### config.mk
export PLATFORM = sky130hd
export DESIGN_NAME = multi_channel_pwm_generator_unit
export DESIGN_NICKNAME = d
export VERILOG_FILES = /design/src/rtl/mcpwm_pkg.sv /design/src/rtl/multi_channel_pwm_generator_unit.sv /design/src/rtl/mcpwm_duty_store.sv
export SDC_FILE = /design/constraint.sdc
export NUM_CORES = 1
export LEC_CHECK = 0
export ABC_AREA = 1
export BUFFER_PORTS_ARGS = -buffer_cell sky130_fd_sc_hd__buf_2
export CORE_ASPECT_RATIO = 1.75
export CORE_UTILIZATION = 45
export CTS_CLUSTER_DIAMETER = 40
export CTS_CLUSTER_SIZE = 14
export DETAILED_ROUTE_END_ITERATION = 8
export PLACE_DENSITY = 0.58
export REMOVE_ABC_BUFFERS = 1
export SLEW_MARGIN = 5
export SYNTH_ARGS = -nofsm -noshare
export SYNTH_HDL_FRONTEND = slang
export SYNTH_SLANG_ARGS = --single-unit
### constraint.sdc
create_clock -name i_clk -period 6.45 [get_ports i_clk]
set_clock_uncertainty 0.05 [all_clocks]
set_input_delay 0.3225 -clock i_clk [delete_from_list [all_inputs] [get_ports i_clk]]
set_output_delay 0.3225 -clock i_clk [all_outputs]
set_load 0.05 [all_outputs]
### src/rtl/mcpwm_pkg.sv
// ----------------------------------------------------------------------------
// mcpwm_pkg
// Shared types and constants for the multi-channel PWM generator.
// ----------------------------------------------------------------------------
package mcpwm_pkg;

    localparam int unsigned PHASE_W  = 9;
    localparam int unsigned DUTY_W   = 8;
    localparam int unsigned STEP_W   = 7;
    localparam int unsigned COUNT_W  = 5;
    localparam int unsigned CFG_IDX_W = 2;
    localparam int unsigned CFG_DAT_W = 7;
    localparam int unsigned PINS_W   = 16;

    localparam logic [PHASE_W-1:0] PERIOD_UNITS = 9'd200;
    localparam logic [PHASE_W-1:0] LAST_PHASE   = 9'd199;

    localparam logic [CFG_IDX_W-1:0] CFG_STEP  = 2'd0;
    localparam logic [CFG_IDX_W-1:0] CFG_COUNT = 2'd1;

    typedef enum logic [2:0] {
        ACT_TICK  = 3'd0,
        ACT_WRITE = 3'd1,
        ACT_READ  = 3'd2,
        ACT_START = 3'd3,
        ACT_STOP  = 3'd4
    } t_action;

    typedef enum logic [3:0] {
        S_IDLE   = 4'b0001,
        S_TICK   = 4'b0010,
        S_RELOAD = 4'b0100,
        S_DONE   = 4'b1000
    } t_state;

    // Control from the sequencer to the duty store
    typedef struct packed {
        logic pend_we;
        logic tick_en;
        logic reload_en;
    } t_duty_ctrl;

endpackage

### src/rtl/multi_channel_pwm_generator_unit.sv
// ----------------------------------------------------------------------------
// multi_channel_pwm_generator_unit
// Software-style PWM over a 200-unit period with shadow duty registers.
// ----------------------------------------------------------------------------
// One transaction is one action: tick, pending-duty write, active-duty read,
// start or stop; each gives exactly one result. Write, read, stop, an idle
// tick and unused codes pass from the idle state through the done state into
// the output register. A tick that advances the phase and any reload
// (start, or a tick at the end of the period) first sweep every channel in
// the tick or reload state before the done state: one comparator walks the
// channels one per cycle. The input is not ready while an action is in
// progress; a finished result sits in an output register, so the next
// transaction can be taken while it waits. Configuration writes are
// taken at any time and should be made while the block is idle.
module multi_channel_pwm_generator_unit #(
    parameter int unsigned CHANNELS = 16
) (
    input  logic                                i_clk,
    input  logic                                i_rst_n,
    input  logic                                i_cfg_valid,
    output logic                                o_cfg_ready,
    input  logic [mcpwm_pkg::CFG_IDX_W-1:0]     i_cfg_index,
    input  logic [mcpwm_pkg::CFG_DAT_W-1:0]     i_cfg_data,
    input  logic                                i_in_valid,
    output logic                                o_in_ready,
    input  logic [2:0]                          i_action,
    input  logic [3:0]                          i_channel,
    input  logic [7:0]                          i_duty_value,
    output logic                                o_out_valid,
    input  logic                                i_out_ready,
    output logic [mcpwm_pkg::PINS_W-1:0]        o_pin_levels,
    output logic [7:0]                          o_read_duty,
    output logic                                o_status
);

    localparam int unsigned IW = (CHANNELS > 1) ? $clog2(CHANNELS) : 1;
    localparam int unsigned NW = ($clog2(CHANNELS + 1) > mcpwm_pkg::COUNT_W) ?
                                 $clog2(CHANNELS + 1) : mcpwm_pkg::COUNT_W;
    localparam logic [IW-1:0] LAST_IDX = IW'(CHANNELS - 1);

    mcpwm_pkg::t_state r_state, n_state;
    logic [IW-1:0]                       r_idx, n_idx;
    logic [mcpwm_pkg::PHASE_W-1:0]       r_phase, n_phase;
    logic [CHANNELS-1:0]                 r_chan_on, n_chan_on;
    logic                                r_running, n_running;
    logic [mcpwm_pkg::DUTY_W-1:0]        r_rd, n_rd;
    logic                                r_stat, n_stat;
    logic                                r_out_valid, n_out_valid;
    logic [mcpwm_pkg::PINS_W-1:0]        r_pins, n_pins;
    logic [mcpwm_pkg::DUTY_W-1:0]        r_out_rd, n_out_rd;
    logic                                r_out_stat, n_out_stat;
    logic [mcpwm_pkg::STEP_W-1:0]        r_step;
    logic [mcpwm_pkg::COUNT_W-1:0]       r_count;

    mcpwm_pkg::t_duty_ctrl               w_ctrl;
    logic [NW-1:0]                       w_used;
    logic [IW-1:0]                       w_chn_idx;
    logic [IW-1:0]                       w_addr;
    logic                                w_chn_ok;
    logic                                w_last;
    logic [mcpwm_pkg::DUTY_W-1:0]        w_rd_data;
    logic                                w_bit_next;

    assign o_cfg_ready = 1'b1;
    assign o_in_ready  = (r_state == mcpwm_pkg::S_IDLE);

    assign w_used    = (NW'(r_count) < NW'(CHANNELS)) ? NW'(r_count) : NW'(CHANNELS);
    assign w_chn_idx = IW'(i_channel);
    assign w_chn_ok  = (NW'(i_channel) < w_used);
    assign w_addr    = (r_state == mcpwm_pkg::S_IDLE) ? w_chn_idx : r_idx;
    assign w_last    = (r_idx == LAST_IDX);

    mcpwm_duty_store #(
        .CHANNELS (CHANNELS),
        .IW       (IW),
        .NW       (NW)
    ) u_store (
        .i_clk      (i_clk),
        .i_rst_n    (i_rst_n),
        .i_ctrl     (w_ctrl),
        .i_addr     (w_addr),
        .i_wr_addr  (w_chn_idx),
        .i_wr_data  (i_duty_value),
        .i_phase    (r_phase),
        .i_used     (w_used),
        .i_cur_on   (r_chan_on[r_idx]),
        .o_rd_data  (w_rd_data),
        .o_bit_next (w_bit_next)
    );

    always_comb begin
        n_state     = r_state;
        n_idx       = r_idx;
        n_phase     = r_phase;
        n_chan_on   = r_chan_on;
        n_running   = r_running;
        n_rd        = r_rd;
        n_stat      = r_stat;
        n_out_valid = r_out_valid && !i_out_ready;
        n_pins      = r_pins;
        n_out_rd    = r_out_rd;
        n_out_stat  = r_out_stat;
        w_ctrl      = '0;

        case (r_state)
            mcpwm_pkg::S_IDLE: begin
                if (i_in_valid) begin
                    n_rd    = '0;
                    n_stat  = 1'b0;
                    n_state = mcpwm_pkg::S_DONE;
                    case (mcpwm_pkg::t_action'(i_action))
                        mcpwm_pkg::ACT_TICK: begin
                            if (r_running) begin
                                if (r_phase < mcpwm_pkg::LAST_PHASE) begin
                                    n_phase = r_phase + mcpwm_pkg::PHASE_W'(r_step);
                                    n_state = mcpwm_pkg::S_TICK;
                                end else begin
                                    n_phase = '0;
                                    n_state = mcpwm_pkg::S_RELOAD;
                                end
                            end
                        end
                        mcpwm_pkg::ACT_WRITE: begin
                            if (w_chn_ok) begin
                                w_ctrl.pend_we = 1'b1;
                            end else begin
                                n_stat = 1'b1;
                            end
                        end
                        mcpwm_pkg::ACT_READ: begin
                            if (w_chn_ok) begin
                                n_rd = w_rd_data;
                            end else begin
                                n_stat = 1'b1;
                            end
                        end
                        mcpwm_pkg::ACT_START: begin
                            n_phase   = '0;
                            n_running = 1'b1;
                            n_state   = mcpwm_pkg::S_RELOAD;
                        end
                        mcpwm_pkg::ACT_STOP: begin
                            n_chan_on = '0;
                            n_running = 1'b0;
                        end
                        default: begin
                        end
                    endcase
                end
            end
            mcpwm_pkg::S_TICK, mcpwm_pkg::S_RELOAD: begin
                w_ctrl.tick_en   = (r_state == mcpwm_pkg::S_TICK);
                w_ctrl.reload_en = (r_state == mcpwm_pkg::S_RELOAD);
                n_chan_on[r_idx] = w_bit_next;
                if (w_last) begin
                    n_idx   = '0;
                    n_state = mcpwm_pkg::S_DONE;
                end else begin
                    n_idx = r_idx + 1'b1;
                end
            end
            mcpwm_pkg::S_DONE: begin
                if (!r_out_valid || i_out_ready) begin
                    n_out_valid = 1'b1;
                    n_pins      = mcpwm_pkg::PINS_W'(r_chan_on);
                    n_out_rd    = r_rd;
                    n_out_stat  = r_stat;
                    n_state     = mcpwm_pkg::S_IDLE;
                end
            end
            default: begin
                n_state = mcpwm_pkg::S_IDLE;
                n_idx   = '0;
            end
        endcase
    end

    always_ff @(posedge i_clk) begin
        if (!i_rst_n) begin
            r_state     <= mcpwm_pkg::S_IDLE;
            r_idx       <= '0;
            r_phase     <= mcpwm_pkg::PERIOD_UNITS;
            r_chan_on   <= '0;
            r_running   <= 1'b0;
            r_out_valid <= 1'b0;
            r_step      <= mcpwm_pkg::STEP_W'(1);
            r_count     <= mcpwm_pkg::COUNT_W'(16);
        end else begin
            r_state     <= n_state;
            r_idx       <= n_idx;
            r_phase     <= n_phase;
            r_chan_on   <= n_chan_on;
            r_running   <= n_running;
            r_out_valid <= n_out_valid;
            if (i_cfg_valid) begin
                case (i_cfg_index)
                    mcpwm_pkg::CFG_STEP:  r_step  <= i_cfg_data;
                    mcpwm_pkg::CFG_COUNT: r_count <= i_cfg_data[mcpwm_pkg::COUNT_W-1:0];
                    default: begin
                    end
                endcase
            end
        end
    end

    always_ff @(posedge i_clk) begin
        r_rd       <= n_rd;
        r_stat     <= n_stat;
        r_pins     <= n_pins;
        r_out_rd   <= n_out_rd;
        r_out_stat <= n_out_stat;
    end

    assign o_out_valid  = r_out_valid;
    assign o_pin_levels = r_pins;
    assign o_read_duty  = r_out_rd;
    assign o_status     = r_out_stat;

    // sweep index parks at zero outside a sweep
    a_idx_parked: assert property (@(posedge i_clk) disable iff (!i_rst_n)
        (r_state == mcpwm_pkg::S_IDLE || r_state == mcpwm_pkg::S_DONE) |-> (r_idx == '0))
        else $error("sweep index not parked");

    // a reload always finishes with the phase at zero
    a_reload_phase: assert property (@(posedge i_clk) disable iff (!i_rst_n)
        (r_state == mcpwm_pkg::S_RELOAD && w_last) |=> (r_phase == '0))
        else $error("phase not cleared by reload");

    // no channel is on while stopped
    a_stopped_low: assert property (@(posedge i_clk) disable iff (!i_rst_n)
        (!r_running && r_state == mcpwm_pkg::S_IDLE) |-> (r_chan_on == '0))
        else $error("channel on while stopped");

endmodule

### src/rtl/mcpwm_duty_store.sv
// ----------------------------------------------------------------------------
// mcpwm_duty_store
// Pending and active duty registers with the shared channel comparator.
// ----------------------------------------------------------------------------
module mcpwm_duty_store #(
    parameter int unsigned CHANNELS = 16,
    parameter int unsigned IW       = 4,
    parameter int unsigned NW       = 5
) (
    input  logic                              i_clk,
    input  logic                              i_rst_n,
    input  mcpwm_pkg::t_duty_ctrl             i_ctrl,
    input  logic [IW-1:0]                     i_addr,
    input  logic [IW-1:0]                     i_wr_addr,
    input  logic [mcpwm_pkg::DUTY_W-1:0]      i_wr_data,
    input  logic [mcpwm_pkg::PHASE_W-1:0]     i_phase,
    input  logic [NW-1:0]                     i_used,
    input  logic                              i_cur_on,
    output logic [mcpwm_pkg::DUTY_W-1:0]      o_rd_data,
    output logic                              o_bit_next
);

    logic [mcpwm_pkg::DUTY_W-1:0] r_active  [CHANNELS];
    logic [mcpwm_pkg::DUTY_W-1:0] r_pending [CHANNELS];

    logic [mcpwm_pkg::DUTY_W-1:0]  w_act;
    logic [mcpwm_pkg::DUTY_W-1:0]  w_pend;
    logic [mcpwm_pkg::PHASE_W-1:0] w_cmp_a;
    logic [mcpwm_pkg::PHASE_W-1:0] w_cmp_b;
    logic                          w_le;
    logic                          w_in_use;

    assign w_act  = r_active[i_addr];
    assign w_pend = r_pending[i_addr];

    // single comparator: duty <= phase on a tick, used <= index on a reload
    always_comb begin
        if (i_ctrl.tick_en) begin
            w_cmp_a = mcpwm_pkg::PHASE_W'(w_act);
            w_cmp_b = i_phase;
        end else begin
            w_cmp_a = mcpwm_pkg::PHASE_W'(i_used);
            w_cmp_b = mcpwm_pkg::PHASE_W'(i_addr);
        end
    end

    assign w_le     = (w_cmp_a <= w_cmp_b);
    assign w_in_use = !w_le;

    always_comb begin
        if (i_ctrl.tick_en) begin
            o_bit_next = i_cur_on && !w_le;
        end else begin
            o_bit_next = w_in_use && (w_pend != '0);
        end
    end

    assign o_rd_data = w_act;

    always_ff @(posedge i_clk) begin
        if (!i_rst_n) begin
            for (int i = 0; i < CHANNELS; i++) begin
                r_active[i]  <= '0;
                r_pending[i] <= '0;
            end
        end else begin
            if (i_ctrl.pend_we) begin
                r_pending[i_wr_addr] <= i_wr_data;
            end
            if (i_ctrl.reload_en && w_in_use) begin
                r_active[i_addr] <= w_pend;
            end
        end
    end

endmodule
==> metrics.txt <==
number of flops mapped to enable cells by yosys 290; commonest non-fill, non-tap cell in the layout nand2_1; critical path depth 17; Least-Margin Pin Slew 1.00 ns; Area Growth Syn to Fin 11.6%; slowest CP cell dfxtp_1; DIE AREA around 36,000 µm²; FP Rows 90; setup violators final 0; CTS max path bufs 3; worst-path cell chain nand2_2, nand2_2, buf_4, nand2_2, o22ai_1, o21ai_0, nand4_1, nor2_1, ha_1, inv_1, nor3_1, nand2_1, o21ai_0, nand4_1, nor2_1, nand2_1, nand2_1; layout cells sized above 1 0.115; Tmin final 5.60 ns; CP bufs+invs 2; clock share of power 0.376; core area between 30,000 and 40,000 µm²; Fin. Hold Viols 0; CTS tree built; hold-fix buffer count after cts 7; setup bufs post-CTS 0; Initial Utilization 0.460; Mean Syn Cell Area approximately 9.6 µm²; worst hold path startpoint i_out_ready; P per Cell Area 321 nW/µm²; Comb power frac 0.188; Synth async-reset ratio 0; largest stage delay on the critical path 0.70 ns; H-tree lvl count 2; IO Count between 50 and 60; vias per cell roughly 5.5; Startpoint Class flip-flop; detailed placer's ending HPWL 30,600 µm; vias in the first global route between 10,000 and 15,000; WL/cell approximately 20 µm; worst skew pair latency roughly 0.55 ns; Storage cell area 9650 µm²; WS Path Type flip-flop to flip-flop; initial antenna violation count 0; Sw Pwr 1800 µW; Hold Path Depth 4; Yosys reg bits 337; CTS sink count 337; Worst EP arrival about 5.8 ns; Final Cycle Share 0.867; Synth Cell Area between 15,000 and 20,000 µm²; cells after synthesis 1,664; GRT overflow 0; critical path peak fanout 76; post-synthesis sequential area ratio 0.607; worst r2r src r_idx[0]; Hold Crit Class input pin to flip-flop; Leakage Power 0.00708 µW; R2R Setup Slk about 0.85 ns; sequential fraction of design power 0.436; Max Clk Rate between 150 and 200 MHz; antenna diode count 0; Port Buffers 55; CTS clk-pin slew, worst paths roughly 0.060 ns; post-cts gate resize count 0; Most used DFF post-synth edfxtp_1; status finished, final reports clean; Multi-input gate area between 5000 and 6000 µm²; CTS Buf Count 38; Vias ~12,000; fillers between 3,000 and 4,000; hold path endpoint o_out_valid; relative slew slack 0.328; largest net degree at the start of global routing between 70 and 80; # DRC 0; Post-Layout Cell Count about 2,200; worst-case reg-to-reg path depth 17; Internal Power roughly 3900 µW; FF-to-FF End u_store.r_active[10][7]; Total Routed Length 44,100 µm; fin util 0.513; DIE WIDTH approximately 140 µm; GPL Wtd Cong 0.916; number of max-cap violations 0; Top delay family on crit path simple AND/OR/NAND/NOR gates; DRT Pass-1 Iters 8; DRT iter0 DRCs approximately 820; commonest cells after routing, fill and taps aside 419 x nand2_1, 325 x nor2_1, 290 x edfxtp_1, 127 x nand3_1, 64 x inv_1; Ys Warns 0; Slew Viols, Final 0; dpl cells ~2,100; nature of the critical path endpoint flip-flop; Die Ht approximately 250 µm; all-layer global routing usage 0.254; CP Data Required Time 6.60 ns; worst ir drop on vdd 0.243 mV; # nets final between 1,500 and 2,000; switching share of power 0.316; setup tns final 0 ns; first-pass GRT wire length 67,700 µm; Unique masters post-synth between 40 and 50; antenna-violating nets left 0; RSZ-0062 raised after global routing false; CTS Root Buffer Type clkbuf_16
## power groups by stage
stage / combinational (µW) / sequential (µW) / clock (µW)
after global placement: 1060 / 2530 / 0
after CTS: 1070 / 2480 / 2170
after floorplan: 636 / 2550 / 0
after global routing: 1160 / 2490 / 2230
final: 1070 / 2480 / 2140
after detailed placement: 1060 / 2530 / 0
## Yosys cell counts (all sizes together), types with 2 or more instances
cell type / n / area share
nand3: 142 / 0.049
edfxtp: 290 / 0.55
clkbuf: 35 / 0.0083
o21ai: 66 / 0.022
nand4: 6 / 0.0024
a32oi: 2 / 0.0011
ha: 22 / 0.017
buf: 44 / 0.018
xor2: 2 / 0.0011
a21oi: 69 / 0.024
a221oi: 3 / 0.0017
dfxtp: 47 / 0.059
o22ai: 17 / 0.0067
clkinv: 2 / 0.00047
a22oi: 26 / 0.012
nor3: 27 / 0.0085
nor2: 340 / 0.087
inv: 71 / 0.017
nand2: 440 / 0.11
a32o: 2 / 0.0013
## worst register-to-register path, stage by stage, from the launching register on
cell     delay, ns
dfxtp_1       0.70
nand2_2       0.40
nand2_2       0.21
buf_4         0.65
nand2_2       0.29
o22ai_1       0.18
o21ai_0       0.11
nand4_1       0.19
nor2_1        0.07
ha_1          0.31
inv_1         0.05
nor3_1        0.23
nand2_1       0.07
o21ai_0       0.21
nand4_1       0.32
nor2_1        0.55
nand2_1       0.32
nand2_1       0.35
## per-layer routing
layer,track usage,wire (µm)
met5,0,0
met4,0.133,2100
met2,0.480,24400
met3,0.0275,1810
met1,0.271,15800
## flip-flops by register name, summed over array words and instances (netlist names)
register and count:
u_store.r_active 128, u_store.r_pending 128, o_pin_levels 16, r_chan_on 16, r_phase 9, o_read_duty 8
r_rd 8, r_step 7, r_count 5, r_idx 4, r_state 4, o_out_valid 1
o_status 1, r_running 1, r_stat 1
## logic make-up after synthesis
kind of cell             after synthesis  share of synthesized area
AND/OR/NAND/NOR                      958                      0.258
flip-flops                           337                      0.607
AO/OA/AOI/OAI                        191                     0.0714
buffers and inverters                152                     0.0439
adder cells (fa/ha/maj)               23                     0.0186
XOR/XNOR                               2                    0.00110
other                                  1                   0.000236
## how the worst max path moves through the flow
stage | slack (ns) | end | start
2_1_floorplan | 1.12 | u_store.r_active[7][0] | r_state[1]
3_3_place_gp | 1.09 | u_store.r_active[14][7] | r_idx[0]
3_5_place_dp | 0.91 | u_store.r_active[14][0] | r_idx[0]
4_1_cts | 0.89 | u_store.r_active[14][7] | r_idx[0]
5_1_grt | 0.42 | u_store.r_active[14][4] | r_idx[0]
6_report | 0.85 | u_store.r_active[10][7] | r_idx[0]
## area by class of cell
class | instances | area share
Sequential cell | 337 | 0.544
Multi-Input combinational cell | 1175 | 0.313
Clock buffer | 46 | 0.0589
Tap cell | 460 | 0.0325
Timing Repair Buffer | 76 | 0.0254
Inverter | 73 | 0.0155
Clock inverter | 19 | 0.0102
## stage by stage
stage          power [µW]  instance area [µm²]  hold WS, ns  setup WS, ns
3_3_place_gp         3590                16400        0.362          1.09
2_1_floorplan        3190                15500        0.350          1.12
4_1_cts              5720                17700      0.00758         0.886
6_report             5700                17700       0.0234         0.855
5_1_grt              5880                17700       0.0280         0.422
3_5_place_dp         3590                16400        0.355         0.905
(Power assumes the default switching activity.)
